--- config.mk ---
export PLATFORM = sky130hd
export DESIGN_NAME = unix_seconds_to_calendar_top
export DESIGN_NICKNAME = d
export VERILOG_FILES = /design/src/design/ucal_pkg.sv /design/src/design/ucal_alu.sv /design/src/design/ucal_seq.sv /design/src/design/unix_seconds_to_calendar_top.sv
export SDC_FILE = /design/constraint.sdc
export NUM_CORES = 1
export LEC_CHECK = 0
export BUFFER_PORTS_ARGS = -buffer_cell sky130_fd_sc_hd__buf_2
export CAP_MARGIN = 20
export CORE_ASPECT_RATIO = 2
export CORE_MARGIN = 4
export CORE_UTILIZATION = 35
export CTS_CLUSTER_SIZE = 14
export DETAILED_ROUTE_END_ITERATION = 10
export GPL_ROUTABILITY_DRIVEN = 0
export PLACE_DENSITY = 0.5
export SYNTH_ARGS = -nofsm -noshare
export SYNTH_HDL_FRONTEND = slang
export SYNTH_SLANG_ARGS = --single-unit
--- constraint.sdc ---
create_clock -name clk -period 7.8 [get_ports clk]
set_clock_uncertainty 0.15 [all_clocks]
set_input_delay 1.56 -clock clk [delete_from_list [all_inputs] [get_ports clk]]
set_output_delay 1.56 -clock clk [all_outputs]
set_load 0.005 [all_outputs]
--- src/design/ucal_pkg.sv ---
// Shared types, constants and month table for the seconds-to-calendar converter.
`default_nettype none

package ucal_pkg;

  localparam int unsigned SecsPerDay  = 86400;
  localparam int unsigned SecsPerHour = 3600;
  localparam int unsigned SecsPerMin  = 60;
  localparam int unsigned EpochYear   = 1970;

  localparam int unsigned DayQuoBits  = 16;  // days since epoch < 2^16
  localparam int unsigned HourQuoBits = 5;
  localparam int unsigned MinQuoBits  = 6;

  localparam logic [3:0] MonthJan = 4'd1;
  localparam logic [3:0] MonthFeb = 4'd2;
  localparam logic [3:0] MonthDec = 4'd12;

  typedef enum logic [2:0] {
    S_IDLE,
    S_DAY,
    S_HOUR,
    S_MIN,
    S_YEAR,
    S_MONTH,
    S_DONE
  } state_t;

  typedef struct packed {
    logic [31:0] acc;
    logic [31:0] opnd;
  } alu_req_t;

  typedef struct packed {
    logic [31:0] diff;
    logic        ge;
  } alu_rsp_t;

  typedef struct packed {
    logic [11:0] year;
    logic [3:0]  month;
    logic [4:0]  day;
    logic [4:0]  hour;
    logic [5:0]  minute;
    logic [5:0]  second;
  } cal_t;

  function automatic logic [4:0] month_days(input logic [3:0] month, input logic leap);
    logic [4:0] len;
    case (month)
      4'd2:                      len = leap ? 5'd29 : 5'd28;
      4'd4, 4'd6, 4'd9, 4'd11:  len = 5'd30;
      default:                   len = 5'd31;
    endcase
    return len;
  endfunction

endpackage

`default_nettype wire

--- src/design/ucal_alu.sv ---
// Shared compare-and-subtract unit used by every step of the converter.
`default_nettype none

module ucal_alu
  import ucal_pkg::*;
(
  input  alu_req_t req,
  output alu_rsp_t rsp
);

  logic [32:0] wide;

  assign wide     = {1'b0, req.acc} - {1'b0, req.opnd};
  assign rsp.diff = wide[31:0];
  assign rsp.ge   = ~wide[32];

endmodule

`default_nettype wire

--- src/design/ucal_seq.sv ---
// Sequencer and working registers: divisions, year walk and month walk.
`default_nettype none

module ucal_seq
  import ucal_pkg::*;
(
  input  logic        clk,
  input  logic        rst,
  input  logic        start,
  input  logic [31:0] secs,
  input  logic        take,
  output logic        idle,
  output logic        res_valid,
  output cal_t        res,
  output alu_req_t    alu_req,
  input  alu_rsp_t    alu_rsp
);

  state_t      state, state_next;
  logic [31:0] acc, acc_next;
  logic [31:0] dvs, dvs_next;
  logic [3:0]  cnt, cnt_next;
  logic [15:0] quo, quo_next;
  logic [15:0] days, days_next;
  logic [6:0]  ym100, ym100_next;  // year mod 100
  logic [8:0]  ym400, ym400_next;  // year mod 400
  cal_t        cal, cal_next;

  logic [31:0] step_acc;
  logic [15:0] step_quo;
  logic        leap;

  assign leap = (cal.year[1:0] == 2'd0) && ((ym100 != 7'd0) || (ym400 == 9'd0));

  always_comb begin
    alu_req.acc = acc;
    case (state)
      S_YEAR:  alu_req.opnd = leap ? 32'd366 : 32'd365;
      S_MONTH: alu_req.opnd = 32'(month_days(cal.month, leap));
      default: alu_req.opnd = dvs;
    endcase
  end

  assign step_acc = alu_rsp.ge ? alu_rsp.diff : acc;
  assign step_quo = {quo[14:0], alu_rsp.ge};

  always_comb begin
    state_next = state;
    acc_next   = acc;
    dvs_next   = dvs >> 1;
    cnt_next   = cnt - 4'd1;
    quo_next   = step_quo;
    days_next  = days;
    ym100_next = ym100;
    ym400_next = ym400;
    cal_next   = cal;
    case (state)
      S_IDLE: begin
        if (start) begin
          acc_next   = secs;
          dvs_next   = 32'(SecsPerDay) << (DayQuoBits - 1);
          cnt_next   = 4'(DayQuoBits - 1);
          quo_next   = '0;
          state_next = S_DAY;
        end
      end
      S_DAY: begin
        acc_next = step_acc;
        if (cnt == 4'd0) begin
          days_next  = step_quo;
          dvs_next   = 32'(SecsPerHour) << (HourQuoBits - 1);
          cnt_next   = 4'(HourQuoBits - 1);
          quo_next   = '0;
          state_next = S_HOUR;
        end
      end
      S_HOUR: begin
        acc_next = step_acc;
        if (cnt == 4'd0) begin
          cal_next.hour = step_quo[4:0];
          dvs_next      = 32'(SecsPerMin) << (MinQuoBits - 1);
          cnt_next      = 4'(MinQuoBits - 1);
          quo_next      = '0;
          state_next    = S_MIN;
        end
      end
      S_MIN: begin
        acc_next = step_acc;
        if (cnt == 4'd0) begin
          cal_next.minute = step_quo[5:0];
          cal_next.second = step_acc[5:0];
          acc_next        = 32'(days);
          cal_next.year   = 12'(EpochYear);
          ym100_next      = 7'(EpochYear % 100);
          ym400_next      = 9'(EpochYear % 400);
          state_next      = S_YEAR;
        end
      end
      S_YEAR: begin
        if (alu_rsp.ge) begin
          acc_next      = alu_rsp.diff;
          cal_next.year = cal.year + 12'd1;
          ym100_next    = (ym100 == 7'd99)  ? 7'd0 : ym100 + 7'd1;
          ym400_next    = (ym400 == 9'd399) ? 9'd0 : ym400 + 9'd1;
        end else begin
          cal_next.month = MonthJan;
          state_next     = S_MONTH;
        end
      end
      S_MONTH: begin
        if (alu_rsp.ge && (cal.month != MonthDec)) begin
          acc_next       = alu_rsp.diff;
          cal_next.month = cal.month + 4'd1;
        end else begin
          cal_next.day = acc[4:0] + 5'd1;
          state_next   = S_DONE;
        end
      end
      S_DONE: begin
        if (take) begin
          state_next = S_IDLE;
        end
      end
      default: state_next = S_IDLE;
    endcase
  end

  always_ff @(posedge clk) begin
    if (rst) begin
      state <= S_IDLE;
    end else begin
      state <= state_next;
    end
  end

  always_ff @(posedge clk) begin
    acc   <= acc_next;
    dvs   <= dvs_next;
    cnt   <= cnt_next;
    quo   <= quo_next;
    days  <= days_next;
    ym100 <= ym100_next;
    ym400 <= ym400_next;
    cal   <= cal_next;
  end

  assign idle      = (state == S_IDLE);
  assign res_valid = (state == S_DONE);
  assign res       = cal;

endmodule

`default_nettype wire

--- src/design/unix_seconds_to_calendar_top.sv ---
// Top level: seconds since 1970 to Gregorian date and time of day.
//
// Input channel: in_valid/in_ready with seconds_since_epoch (unsigned, 32 bits).
// Output channel: out_valid/out_ready with year_out, month_out, day_out,
// hour_out, minute_out, second_out. One result per request.
//
// One compare-and-subtract unit does all the arithmetic under a small sequencer:
//   16 steps  divide by 86400 (days, seconds of day)
//    5 steps  divide by 3600  (hour)
//    6 steps  divide by 60    (minute, second)
//   up to 137 year steps, up to 12 month steps, plus one start and one hand-off.
// in_ready is high only while the sequencer is idle; one request is worked on
// at a time.
//
// The finished result moves into an output register, so the next request can
// be taken while the receiver stalls. If the register is still full when the
// next result completes, that result waits in the sequencer until it drains.
// Synchronous reset empties the output register and idles the sequencer.
`default_nettype none

module unix_seconds_to_calendar_top
  import ucal_pkg::*;
(
  input  logic        clk,
  input  logic        rst,
  input  logic        in_valid,
  output logic        in_ready,
  input  logic [31:0] seconds_since_epoch,
  output logic        out_valid,
  input  logic        out_ready,
  output logic [11:0] year_out,
  output logic [3:0]  month_out,
  output logic [4:0]  day_out,
  output logic [4:0]  hour_out,
  output logic [5:0]  minute_out,
  output logic [5:0]  second_out
);

  alu_req_t alu_req;
  alu_rsp_t alu_rsp;
  cal_t     res;
  cal_t     held;
  logic     idle;
  logic     res_valid;
  logic     take;

  // Output register is free when empty or being drained this cycle.
  assign take     = res_valid && (!out_valid || out_ready);
  assign in_ready = idle;

  ucal_alu u_alu (
    .req (alu_req),
    .rsp (alu_rsp)
  );

  ucal_seq u_seq (
    .clk       (clk),
    .rst       (rst),
    .start     (in_valid && in_ready),
    .secs      (seconds_since_epoch),
    .take      (take),
    .idle      (idle),
    .res_valid (res_valid),
    .res       (res),
    .alu_req   (alu_req),
    .alu_rsp   (alu_rsp)
  );

  always_ff @(posedge clk) begin
    if (rst) begin
      out_valid <= 1'b0;
    end else if (take) begin
      out_valid <= 1'b1;
    end else if (out_ready) begin
      out_valid <= 1'b0;
    end
  end

  // Payload register, no reset needed.
  always_ff @(posedge clk) begin
    if (take) begin
      held <= res;
    end
  end

  assign year_out   = held.year;
  assign month_out  = held.month;
  assign day_out    = held.day;
  assign hour_out   = held.hour;
  assign minute_out = held.minute;
  assign second_out = held.second;

endmodule

`default_nettype wire

==> results of run 1 <==
==> cells in the final DEF (no fill, tap or decap), types with 5 or more instances in the layout <==
| cell type | instances |
|---|---|
| buf_4 | 11 |
| inv_1 | 25 |
| ha_1 | 45 |
| xor2_1 | 23 |
| o21ai_0 | 54 |
| nor3_1 | 17 |
| a211oi_1 | 8 |
| nor2_1 | 73 |
| buf_2 | 75 |
| and3_1 | 14 |
| o211ai_1 | 6 |
| o21a_1 | 9 |
| xnor2_1 | 28 |
| a31oi_1 | 5 |
| a221oi_1 | 8 |
| a21oi_1 | 54 |
| and2_1 | 6 |
| nand2b_1 | 9 |
| edfxtp_1 | 140 |
| o21bai_1 | 7 |
| dfxtp_1 | 55 |
| a22oi_1 | 18 |
| nor2b_1 | 39 |
| a21o_1 | 17 |
| clkbuf_16 | 17 |
| nand2_1 | 110 |
| a21boi_0 | 8 |
| nand3_1 | 41 |
==> cell type report <==
cell class / count / area share [%]
Inverter: 26 / 0.896
Timing Repair Buffer: 88 / 4.58
Clock buffer: 20 / 3.96
Tap cell: 348 / 3.95
Clock inverter: 12 / 1.39
Multi-Input combinational cell: 654 / 37.2
Sequential cell: 195 / 48.1
==> per-layer routing <==
metal,vias up,track usage [%],routed length [um]
met4,0,10.2,1350
li1,3458,-,-
met3,60,3.29,823
met2,151,32.1,14000
met5,-,0,0
met1,3349,16.3,8620
==> cell families (layout without fill, tap and decap cells) <==
logic type,Yosys count,in the layout,share of synthesized area (%)
muxes,4,4,0.482
buffers and inverters,60,146,2.45
AOI/OAI and AO/OA,224,224,15.2
DFF,195,195,55.2
adders and majority gates,46,46,6.07
and+or+nand+nor,329,329,15.9
xor gates and xnor gates,51,51,4.65
==> Yosys cell counts (3+ instances only) <==
master / number / area, um^2
a21o_1: 17 / 128
or2_2: 4 / 25.0
edfxtp_1: 140 / 4200
nand2b_1: 9 / 56.3
nor2_1: 75 / 282
a21boi_0: 8 / 60.1
xor2_1: 23 / 201
a21oi_1: 54 / 270
o21ai_0: 54 / 270
a221oi_1: 9 / 78.8
o211ai_1: 6 / 45.0
xnor2_1: 28 / 245
nor4_1: 4 / 25.0
o21bai_1: 7 / 52.6
inv_1: 25 / 93.8
o21a_1: 9 / 67.6
nor3_1: 17 / 85.1
a31o_2: 3 / 26.3
dfxtp_1: 55 / 1100
a31oi_1: 5 / 31.3
and2_1: 6 / 37.5
a211oi_1: 8 / 60.1
nand3_1: 41 / 205
a222oi_1: 4 / 40.0
nand2_1: 110 / 413
and3_1: 14 / 87.6
o31ai_1: 3 / 22.5
nor2b_1: 39 / 244
ha_1: 45 / 563
a211o_1: 3 / 26.3
a22oi_1: 18 / 135
clkbuf_1: 32 / 120
nand4_1: 3 / 18.8
==> stage by stage <==
step / total power, mW / util [%] / std cells / setup slack, ps / cell area, um^2
final: 4.46 / 40.9 / 1343 / 2030 / 11000
after floorplan: 2.99 / - / 909 / 1190 / 9610
after CTS: 4.50 / 40.8 / 1341 / 2000 / 11000
after global placement: 3.58 / 38.5 / 1308 / 2200 / 10400
after detailed placement: 3.58 / 38.6 / 1309 / 2040 / 10400
after global routing: 4.79 / 40.9 / 1343 / 1600 / 11000
==> registers in the layout, summed over array words and instances, names as in the netlist <==
signal       cells
day_out          5
hour_out         5
minute_out       6
month_out        4
out_valid        1
second_out       6
u_seq.acc       32
u_seq.cnt        4
u_seq.days      16
u_seq.dvs       32
u_seq.quo       15
u_seq.res       38
u_seq.state      3
u_seq.ym100      7
u_seq.ym400      9
year_out        12
==> worst max-delay path by stage <==
stage / start / to / slack [ps] / cells after the start
detailed placement: u_seq.state[0] / u_seq.acc[28] / 2040 / 20
global route: u_seq.state[0] / u_seq.acc[31] / 1600 / 20
global placement: u_seq.state[0] / u_seq.acc[28] / 2200 / 20
floorplan: u_seq.state[1] / u_seq.acc[0] / 1190 / 19
CTS: u_seq.state[0] / u_seq.acc[28] / 2000 / 20
finish: u_seq.state[0] / u_seq.acc[3] / 2030 / 20
==> critical path: stages, from the launching register on <==
cell      delay [ps]
dfxtp_1          580
inv_1            140
nor2_1           280
and2_1           540
nor2_1           100
buf_4            240
nand2_1          100
nand3_1          110
ha_1             200
inv_1             60
fa_1             220
a211oi_1          90
o21a_1           240
a2111o_1         480
a211o_1          380
a21oi_4          200
nor2_2           110
clkinv_2         150
a21oi_1          280
a221oi_4         270
buf_4            450
==> where the power goes <==
part	total, mW	leakage (nW)	internal, mW	switching, mW
logic	2.07	2.10	0.796	1.28
clock network	0.896	0.284	0.505	0.390
registers	1.49	1.84	1.35	0.134
total	4.46	4.22	2.65	1.80
==> impl_metrics.sql, run 1 <==
INSERT INTO impl_metrics (metric_group, metric, value, unit) VALUES
('run', 'maxCapViolCount', '0', ''),
('die', 'io-pin-count', '76', ''),
('synthesis', 'synthArstFlopShare', '0', '%'),
('clocking', 'tritoncts_clock_tree', 'done', ''),
('grt', 'final_global_route_overflow_total', '0', ''),
('detailed_routing', 'routed-via-count', '7018', ''),
('clocking', 'htree_levels', '4', ''),
('pwr', 'peak_supply_drop', '0.000172', 'V'),
('timing', 'finalHoldWorstSlack', '257', 'ps'),
('timing', 'setup_total_negative_slack', '0', 'ps'),
('detailed_routing', 'drt-pass1-iter-count', '5', ''),
('synthesis', 'synthesis.nets', '991', ''),
('clocking', 'cts.reportedPaths.clkPinSlew', '70', 'ps'),
('detailed_routing', 'post-route-drc-count', '0', ''),
('synthesis', 'ys.flop_type', 'edfxtp_1', ''),
('layout', 'final_layout_size_suffix_gt1_share', '13.4', '%'),
('die', 'die_h', '242', 'um'),
('die', 'row_count', '85', ''),
('layout', 'multi_input_combinational_cell_area', '4100', 'um^2'),
('layout', 'sequential_cell_area', '5310', 'um^2'),
('synthesis', 'synth.yosys.seq_area_share', '55.2', '%'),
('detailed_routing', 'drtAntennaViolNets', '0', ''),
('die', 'design.die.area', '30300', 'um^2'),
('timing', 'timing.final.hold_violations', '0', ''),
('timing', 'final_max_slew_viol_count', '0', ''),
('grt', 'number_of_global_route_vias_before_repair', '7316', ''),
('setup_path', 'timing.rr.end', 'u_seq.acc[3]', ''),
('timing', 'setup_repair_after_global_routing_missed_its_margin', 'no', ''),
('detailed_routing', 'via_per_inst', '5.23', ''),
('placed_design', 'post-dp-hpwl', '18700', 'um'),
('placed_design', 'numPortBuffers', '75', ''),
('grt', 'number_of_antenna_violations_at_the_first_check_in_global_routing', '0', ''),
('timing', 'finalCriticalPeriod', '5770', 'ps'),
('grt', 'grt_usage', '16.8', '%'),
('min_path', 'worst_hold_path_type', 'register to register', ''),
('timing', 'fmax', '173', 'MHz'),
('clocking', 'holdBufCountCts', '0', ''),
('min_path', 'min_delay_worst_endpoint', 'u_seq.days[15]', ''),
('layout', 'num_antenna_cells', '0', ''),
('setup_path', 'r2r_cells', '20', ''),
('setup_path', 'setup.worst_path.start_class', 'register', ''),
('layout', 'areaGrowthSynthToFinish', '14.8', '%'),
('layout', 'final.fill_count', '2731', ''),
('min_path', 'hold_start', 'u_seq.quo[14]', ''),
('pwr', 'power.leakage', '4.22', 'nW'),
('layout', 'nNetsFinal', '1064', ''),
('clocking', 'clock_net_sink_count', '195', ''),
('clocking', 'cts-root-buf', 'clkbuf_16', ''),
('clocking', 'cts_resized', '0', ''),
('synthesis', 'post_synth_instance_area', '9610', 'um^2'),
('synthesis', 'library_cells_used_by_synthesis', '61', ''),
('clocking', 'cts-buffers-inserted', '17', ''),
('timing', 'period_share', '74.0', '%'),
('clocking', 'clock_insertion_delay_worst_skew', '440', 'ps'),
('grt', 'wire_length_of_the_first_global_routing_pass', '39500', 'um'),
('outcome', 'status', 'finished, final reports clean', ''),
('min_path', 'hold_depth', '0', ''),
('die', 'chipWidth', '125', 'um'),
('pwr', 'power_per_cell_area', '404', 'nW/um^2'),
('clocking', 'clk_path_buf_depth', '2', ''),
('synthesis', 'synth-edff-count', '140', ''),
('timing', 'worst_slew_margin_rel', '29.9', '%'),
('clocking', 'postCtsSetupRepairBufs', '0', ''),
('detailed_routing', 'initialDrtViolationCount', '366', ''),
('synthesis', 'yosys_warnings', '0', ''),
('setup_path', 'crit_path_end_kind', 'register', ''),
('setup_path', 'critical_path_class', 'register to register', ''),
('timing', 'worstMarginPinSlew', '1050', 'ps'),
('setup_path', 'critical_path.reg2reg.startpoint', 'u_seq.state[0]', ''),
('detailed_routing', 'avgRoutedWirePerCell', '18.4', 'um'),
('grt', 'pin_count_of_the_biggest_net_entering_global_routing', '39', ''),
('synthesis', 'synth.ff_latch_count', '195', ''),
('die', 'core', '27000', 'um^2'),
('setup_path', 'cp_max_fo', '32', ''),
('synthesis', 'synth_cells', '909', ''),
('die', 'initial_core_util', '35.6', '%'),
('synthesis', 'synth.avg_cell_area', '10.6', 'um^2'),
('timing', 'report.final.setup_viol', '0', ''),
('detailed_routing', 'wirelength', '24700', 'um'),
('setup_path', 'worst_ep_arrival', '5700', 'ps'),
('setup_path', 'timing.critical_path.required', '7730', 'ps'),
('setup_path', 'regToRegSetupSlack', '2030', 'ps');
Power figures use the tool's default switching activity.
==> inputs of run 2 (changes only) <==
Settings changed: ABC_AREA set to 1.
Clock period 7.8 ns to 5.7 ns, I/O delays scaled along.
==> run 2 against run 1 <==
Count of clock-buffer cells in the layout shrank 2. Non-clock buffer count shrank 5. Highest routed layer unchanged. Critical path type unchanged. Clock power grew 43%.
==> impl_metrics.sql, run 2 <==
INSERT INTO impl_metrics (metric_group, metric, value, unit) VALUES
('outcome', 'status', 'finished, final reports clean', ''),
('die', 'chipWidth', '130', 'um'),
('detailed_routing', 'via_per_inst', '4.81', ''),
('layout', 'commonest_non_fill_non_tap_cell_in_the_layout', 'nand2_1', ''),
('clocking', 'cts.reportedPaths.clkPinSlew', '80', 'ps'),
('synthesis', 'library_cells_used_by_synthesis', '45', ''),
('setup_path', 'cpMostUsedCell', 'nand2_1', ''),
('clocking', 'tritoncts_clock_tree', 'done', ''),
('setup_path', 'slowest_stage_delay_on_critical_path', '830', 'ps'),
('setup_path', 'crit_path_end_kind', 'register', ''),
('detailed_routing', 'post-route-drc-count', '0', ''),
('pwr', 'power_per_cell_area', '634', 'nW/um^2'),
('layout', 'areaGrowthSynthToFinish', '13.6', '%'),
('detailed_routing', 'initialDrtViolationCount', '414', ''),
('clocking', 'holdBufCountCts', '0', ''),
('synthesis', 'synthArstFlopShare', '0', '%'),
('timing', 'fmax', '207', 'MHz'),
('grt', 'pin_count_of_the_biggest_net_entering_global_routing', '39', ''),
('layout', 'post-route-util', '40.2', '%'),
('layout', 'num_antenna_cells', '0', ''),
('setup_path', 'setup.worst_path.start_class', 'register', ''),
('grt', 'number_of_global_route_vias_before_repair', '8349', ''),
('pwr', 'power.leakage', '5.11', 'nW'),
('synthesis', 'post_synth_instance_area', '10400', 'um^2'),
('layout', 'layout_common_cells', 'nand2_1 (340), inv_1 (182), nor2_1 (146), edfxtp_1 (140), buf_2 (75)', ''),
('synthesis', 'synthesis.nets', '1306', ''),
('synthesis', 'post-synth-top-count-cell', 'nand2_1', ''),
('setup_path', 'cp_max_fo', '26', ''),
('run', 'maxCapViolCount', '0', ''),
('detailed_routing', 'routed-via-count', '8091', ''),
('pwr', 'peak_supply_drop', '0.000264', 'V'),
('timing', 'finalCriticalPeriod', '4840', 'ps'),
('synthesis', 'ys.flop_type', 'edfxtp_1', ''),
('synthesis', 'synthDominantCellAreaShare', '40.4', '%'),
('grt', 'wire_length_of_the_first_global_routing_pass', '43200', 'um'),
('clocking', 'cts_resized', '0', ''),
('timing', 'report.final.setup_viol', '0', ''),
('layout', 'nNetsFinal', '1388', ''),
('synthesis', 'synth.ff_latch_count', '195', ''),
('timing', 'worst_slew_margin_rel', '32.9', '%'),
('placed_design', 'dpl_worst_slack', '801', 'ps'),
('detailed_routing', 'avgRoutedWirePerCell', '16.4', 'um'),
('detailed_routing', 'wirelength', '27500', 'um'),
('setup_path', 'critical_path_class', 'register to register', ''),
('setup_path', 'worst_ep_arrival', '4830', 'ps'),
('setup_path', 'cpLargestDelayFamily', 'simple AND/OR/NAND/NOR gates', ''),
('grt', 'number_of_antenna_violations_at_the_first_check_in_global_routing', '0', ''),
('synthesis', 'most_numerous_cell_types_in_the_synthesized_netlist', 'nand2_1 (340), inv_1 (182), nor2_1 (147), edfxtp_1 (140), a21oi_1 (67)', ''),
('synthesis', 'synth.area.top_cells', 'edfxtp_1 (40%), nand2_1 (12%), dfxtp_1 (11%), inv_1 (6.6%), ha_1 (5.4%)', ''),
('grt', 'final_global_route_overflow_total', '0', ''),
('clocking', 'clock_net_sink_count', '195', ''),
('clocking', 'cts-root-buf', 'clkbuf_16', ''),
('setup_path', 'critical_path_buf_inv_count', '5', ''),
('die', 'initial_core_util', '35.4', '%'),
('setup_path', 'timing.critical_path.required', '5690', 'ps'),
('grt', 'grt_usage', '17.5', '%'),
('detailed_routing', 'drt-pass1-iter-count', '6', ''),
('timing', 'final_max_slew_viol_count', '0', ''),
('layout', 'final_layout_size_suffix_gt1_share', '13.7', '%'),
('detailed_routing', 'drtAntennaViolNets', '0', ''),
('placed_design', 'post-dp-hpwl', '21700', 'um'),
('die', 'die_h', '252', 'um'),
('synthesis', 'synth_largest_area_cell', 'edfxtp_1', ''),
('timing', 'setup_ws', '859', 'ps'),
('clocking', 'cts-buffers-inserted', '17', ''),
('synthesis', 'yosys_warnings', '0', ''),
('setup_path', 'cp_slowest_cell', 'nor2_2', ''),
('clocking', 'clk_path_buf_depth', '2', ''),
('timing', 'timing.final.hold_violations', '0', ''),
('setup_path', 'critical_path.cell_chain', 'nor2_1 -> inv_2 -> nor2_8 -> inv_1 -> nand2_1 -> inv_2 -> nand2_1 -> o211ai_1 -> ha_1 -> inv_1 -> fa_1 -> nand2_1 -> nand2_1 -> nand3_2 -> nand2_2 -> nand2_2 -> nand2_4 -> nand2_4 -> nand2_8 -> a21oi_1 -> nor2_2 -> buf_4', ''),
('clocking', 'postCtsSetupRepairBufs', '0', ''),
('timing', 'period_share', '84.9', '%'),
('timing', 'setup_total_negative_slack', '0', 'ps'),
('placed_design', 'numPortBuffers', '75', ''),
('synthesis', 'synth.avg_cell_area', '8.50', 'um^2'),
('clocking', 'clock_insertion_delay_worst_skew', '460', 'ps'),
('min_path', 'worst_hold_path_type', 'register to register', ''),
('die', 'io-pin-count', '76', ''),
('synthesis', 'synth.yosys.seq_area_share', '51.0', '%'),
('die', 'row_count', '89', ''),
('die', 'design.die.area', '32700', 'um^2'),
('synthesis', 'synth_cells', '1224', ''),
('clocking', 'htree_levels', '4', ''),
('synthesis', 'synth-edff-count', '140', ''),
('die', 'core', '29400', 'um^2'),
('timing', 'worstMarginPinSlew', '1010', 'ps'),
('timing', 'setup_repair_after_global_routing_missed_its_margin', 'no', ''),
('layout', 'max_reg_flops', '38', '');
## run 2: cell types whose count changed in the layout (fill, tap and decap cells not counted), moves of 14 or more
cell | previous run | this run
a21o_1 | 17 | 2
a22oi_1 | 18 | 0
and3_1 | 14 | 0
inv_1 | 25 | 182
nand2_1 | 110 | 340
nor2_1 | 73 | 146
nor2b_1 | 39 | 0
o21ai_0 | 54 | 25
xnor2_1 | 28 | 4
## run 2: stage by stage
stage / area [um^2] / std cells / hold WS (ps) / power [mW]
global route: 11800 / 1683 / 261 / 8.15
finish: 11800 / 1683 / 260 / 7.49
CTS: 11800 / 1683 / 257 / 7.59
floorplan: 10400 / 1224 / 236 / 5.21
detailed placement: 11200 / 1651 / 241 / 6.28
global placement: 11200 / 1651 / 237 / 6.26
## run 2: kinds of logic (layout without fill, tap and decap cells)
| group | after synthesis | in the layout | synth area share [%] |
|---|---|---|---|
| flops | 195 | 195 | 51.0 |
| compound gates | 132 | 132 | 7.58 |
| simple gates | 614 | 614 | 25.7 |
| buf+inv | 214 | 309 | 8.18 |
| fa+ha+maj | 46 | 46 | 5.61 |
| xor+xnor | 23 | 23 | 1.94 |
## run 2: per-layer routing
| layer | routed length [um] | share of wire [%] | vias up | track usage, % |
|---|---|---|---|---|
| li1 | - | - | 4113 | - |
| met1 | 9060 | 33 | 3781 | 15.5 |
| met2 | 16400 | 59 | 137 | 35.7 |
| met3 | 665 | 2.4 | 60 | 2.58 |
| met4 | 1420 | 5.2 | 0 | 9.72 |
| met5 | 0 | 0 | - | 0 |
## run 2: report_power, final
part,internal [mW],switching [mW],total [mW]
combinational,1.27,2.73,4.00
clock,0.706,0.574,1.28
sequential,1.99,0.214,2.21
total,3.97,3.52,7.49
## run 2: worst paths after layout
| path | endpoint | slack, ps | from | cells after the start |
|---|---|---|---|---|
| setup reg to reg | u_seq.acc[29] | 860 | u_seq.state[0] | 22 |
| setup / recovery | u_seq.acc[29] | 860 | u_seq.state[0] | 22 |
| hold reg to reg | u_seq.days[15] | 260 | u_seq.quo[14] | 0 |
| hold / removal | u_seq.days[15] | 260 | u_seq.quo[14] | 0 |
## run 2: cell type report
| cell class | count | area (um^2) |
|---|---|---|
| Sequential cell | 195 | 5310 |
| Multi-Input combinational cell | 815 | 4270 |
| Clock buffer | 18 | 429 |
| Inverter | 194 | 728 |
| Tap cell | 364 | 455 |
| Fill cell | 3105 | 17600 |
| Timing Repair Buffer | 83 | 435 |
| Clock inverter | 14 | 194 |
==> inputs of run 3 (changes only) <==
Clock period 5.7 ns to 4.8 ns, I/O delays scaled along.
==> run 3 against run 2 <==
Sequential power up 18%. Utilization up 0.25 points. Flip-flop and latch count unchanged. Clock power up 23%. Power up 20%. First-iteration DRC count down 1.7%. Non-clock buffer count up 5. Count of clock-buffer cells in the layout unchanged. Critical endpoint is now u_seq.acc[24]. Highest routed layer unchanged.
==> impl_metrics.sql, run 3 (synthesis gave the netlist of run 2 again) <==
INSERT INTO impl_metrics (metric_group, metric, value, unit) VALUES
('grt', 'met2_layer_usage_reported_by_global_route', '34.5', '%'),
('clocking', 'clock_net_sink_count', '195', ''),
('timing', 'worstMarginPinSlew', '1020', 'ps'),
('detailed_routing', 'via_per_inst', '4.70', ''),
('setup_path', 'worst_ep_arrival', '4170', 'ps'),
('detailed_routing', 'wirelength', '27300', 'um'),
('timing', 'setup_ws', '642', 'ps'),
('placed_design', 'post-dp-hpwl', '21100', 'um'),
('detailed_routing', 'initialDrtViolationCount', '407', ''),
('die', 'row_count', '89', ''),
('detailed_routing', 'avgRoutedWirePerCell', '16.2', 'um'),
('die', 'core', '29400', 'um^2'),
('min_path', 'hold_depth', '0', ''),
('timing', 'report.final.setup_viol', '0', ''),
('detailed_routing', 'post-route-drc-count', '0', ''),
('setup_path', 'regToRegSetupSlack', '640', 'ps'),
('layout', 'commonest_non_fill_non_tap_cell_in_the_layout', 'nand2_1', ''),
('grt', 'number_of_antenna_violations_at_the_first_check_in_global_routing', '0', ''),
('setup_path', 'cp_max_fo', '25', ''),
('clocking', 'clk_path_buf_depth', '2', ''),
('setup_path', 'critical_path_class', 'register to register', ''),
('grt', 'grt_most_used_layer', 'met2', ''),
('layout', 'max_reg_flops', '38', ''),
('timing', 'worst_slew_margin_rel', '31.9', '%'),
('setup_path', 'setup.worst_path.start_class', 'register', ''),
('layout', 'layout_common_cells', 'nand2_1 (340), inv_1 (182), nor2_1 (146), edfxtp_1 (140), buf_2 (75)', ''),
('clocking', 'holdBufCountCts', '0', ''),
('pwr', 'power_per_cell_area', '757', 'nW/um^2'),
('setup_path', 'r2r_cells', '20', ''),
('min_path', 'worst_hold_path_type', 'register to register', ''),
('placed_design', 'numPortBuffers', '75', ''),
('clocking', 'postCtsSetupRepairBufs', '0', ''),
('setup_path', 'critical_path.reg2reg.startpoint', 'u_seq.state[1]', ''),
('pwr', 'peak_supply_drop', '0.000324', 'V'),
('detailed_routing', 'drt-pass1-iter-count', '7', ''),
('die', 'io-pin-count', '76', ''),
('outcome', 'status', 'finished, final reports clean', ''),
('timing', 'setup_repair_after_global_routing_missed_its_margin', 'no', ''),
('grt', 'gr-usage-met3', '2.78', '%'),
('timing', 'setup_total_negative_slack', '0', 'ps'),
('min_path', 'min_delay_worst_endpoint', 'u_seq.days[15]', ''),
('grt', 'wire_length_of_the_first_global_routing_pass', '42100', 'um'),
('timing', 'timing.final.hold_violations', '0', ''),
('min_path', 'hold_start', 'u_seq.quo[14]', ''),
('detailed_routing', 'drtAntennaViolNets', '0', ''),
('timing', 'fmax', '241', 'MHz'),
('detailed_routing', 'routed-via-count', '7942', ''),
('die', 'initial_core_util', '35.4', '%'),
('clocking', 'htree_levels', '4', ''),
('setup_path', 'timing.critical_path.required', '4810', 'ps'),
('setup_path', 'crit_path_end_kind', 'register', ''),
('grt', 'met1_usage', '15.5', '%'),
('clocking', 'clock_insertion_delay_worst_skew', '460', 'ps'),
('setup_path', 'timing.rr.end', 'u_seq.acc[24]', ''),
('die', 'chipWidth', '130', 'um'),
('setup_path', 'worst_setup_path_startpoint', 'u_seq.state[1]', ''),
('pwr', 'power.leakage', '5.16', 'nW'),
('grt', 'grt_usage', '17.1', '%'),
('die', 'design.die.area', '32700', 'um^2'),
('layout', 'final_layout_size_suffix_gt1_share', '14.1', '%'),
('clocking', 'cts-root-buf', 'clkbuf_16', ''),
('die', 'die_h', '252', 'um'),
('clocking', 'cts.reportedPaths.clkPinSlew', '70', 'ps'),
('layout', 'areaGrowthSynthToFinish', '14.3', '%'),
('timing', 'period_share', '86.6', '%'),
('grt', 'number_of_global_route_vias_before_repair', '8092', ''),
('timing', 'finalCriticalPeriod', '4160', 'ps'),
('clocking', 'tritoncts_clock_tree', 'done', ''),
('layout', 'nNetsFinal', '1393', ''),
('layout', 'num_antenna_cells', '0', ''),
('grt', 'final_global_route_overflow_total', '0', ''),
('grt', 'pin_count_of_the_biggest_net_entering_global_routing', '39', ''),
('run', 'maxCapViolCount', '0', ''),
('clocking', 'cts_resized', '0', ''),
('timing', 'final_max_slew_viol_count', '0', ''),
('clocking', 'cts-buffers-inserted', '17', ''),
('placed_design', 'dpl_worst_slack', '645', 'ps');
-- run 3: changes by cell type in the layout (fill, tap and decap cells not counted), sizes merged --
cell,before,now
bufinv,3,4
inv,200,201
clkinvlp,2,0
buf,83,88
-- run 3: per-stage QoR --
stage / util, % / cell area (um^2) / hold WS, ps / power (mW) / std cells
after floorplan: - / 10400 / 236 / 6.19 / 1224
after global placement: 38.2 / 11200 / 236 / 7.49 / 1656
after detailed placement: 38.2 / 11200 / 245 / 7.50 / 1656
after CTS: 40.4 / 11900 / 262 / 9.10 / 1688
after global routing: 40.4 / 11900 / 271 / 9.76 / 1688
final: 40.4 / 11900 / 260 / 9.00 / 1688
-- run 3: how the worst max path moves through the flow --
| stage | end | slack, ps | depth (start not counted) |
|---|---|---|---|
| after floorplan | u_seq.acc[0] | 240 | 19 |
| after global routing | u_seq.res[23] | 340 | 20 |
| after global placement | u_seq.acc[29] | 640 | 21 |
| final | u_seq.acc[24] | 640 | 20 |
| after CTS | u_seq.acc[29] | 620 | 21 |
| after detailed placement | u_seq.acc[29] | 640 | 21 |
-- run 3: metal layers --
metal	routed length, um	vias to the layer above	part of all wire, %
met1	9230	3614	34
met3	729	64	2.7
met2	15900	146	58
met5	0	-	0
met4	1380	0	5.1
li1	-	4118	-
-- run 3: area by class of cell --
type                       count  area (um^2)
timing repair buffer          88          498
clock buffer                  18          429
clock inverter                14          213
inverter                     194          728
multi-input combinational    815         4260
sequential                   195         5310
fill                        3075        17500
tap                          364          455
-- run 3: critical path, cell delays in order (launching register included) --
cell,delay [ps]
dfxtp_1,440
inv_2,80
nand2_1,120
nor2_2,60
inv_2,180
nand2_1,150
inv_2,100
buf_12,190
nand2_1,140
ha_1,390
nand2_2,110
nor2_2,120
nand3_2,80
nand2_2,110
nand2_2,70
nand2_4,90
nand2_4,80
nand2_8,60
a21oi_1,80
nor2_2,780
buf_12,260
-- run 3: power breakdown --
group / switching [mW] / leakage (nW) / internal [mW]
Combinational: 3.28 / 3.11 / 1.55
Sequential: 0.237 / 1.74 / 2.36
Clock: 0.682 / 0.314 / 0.890
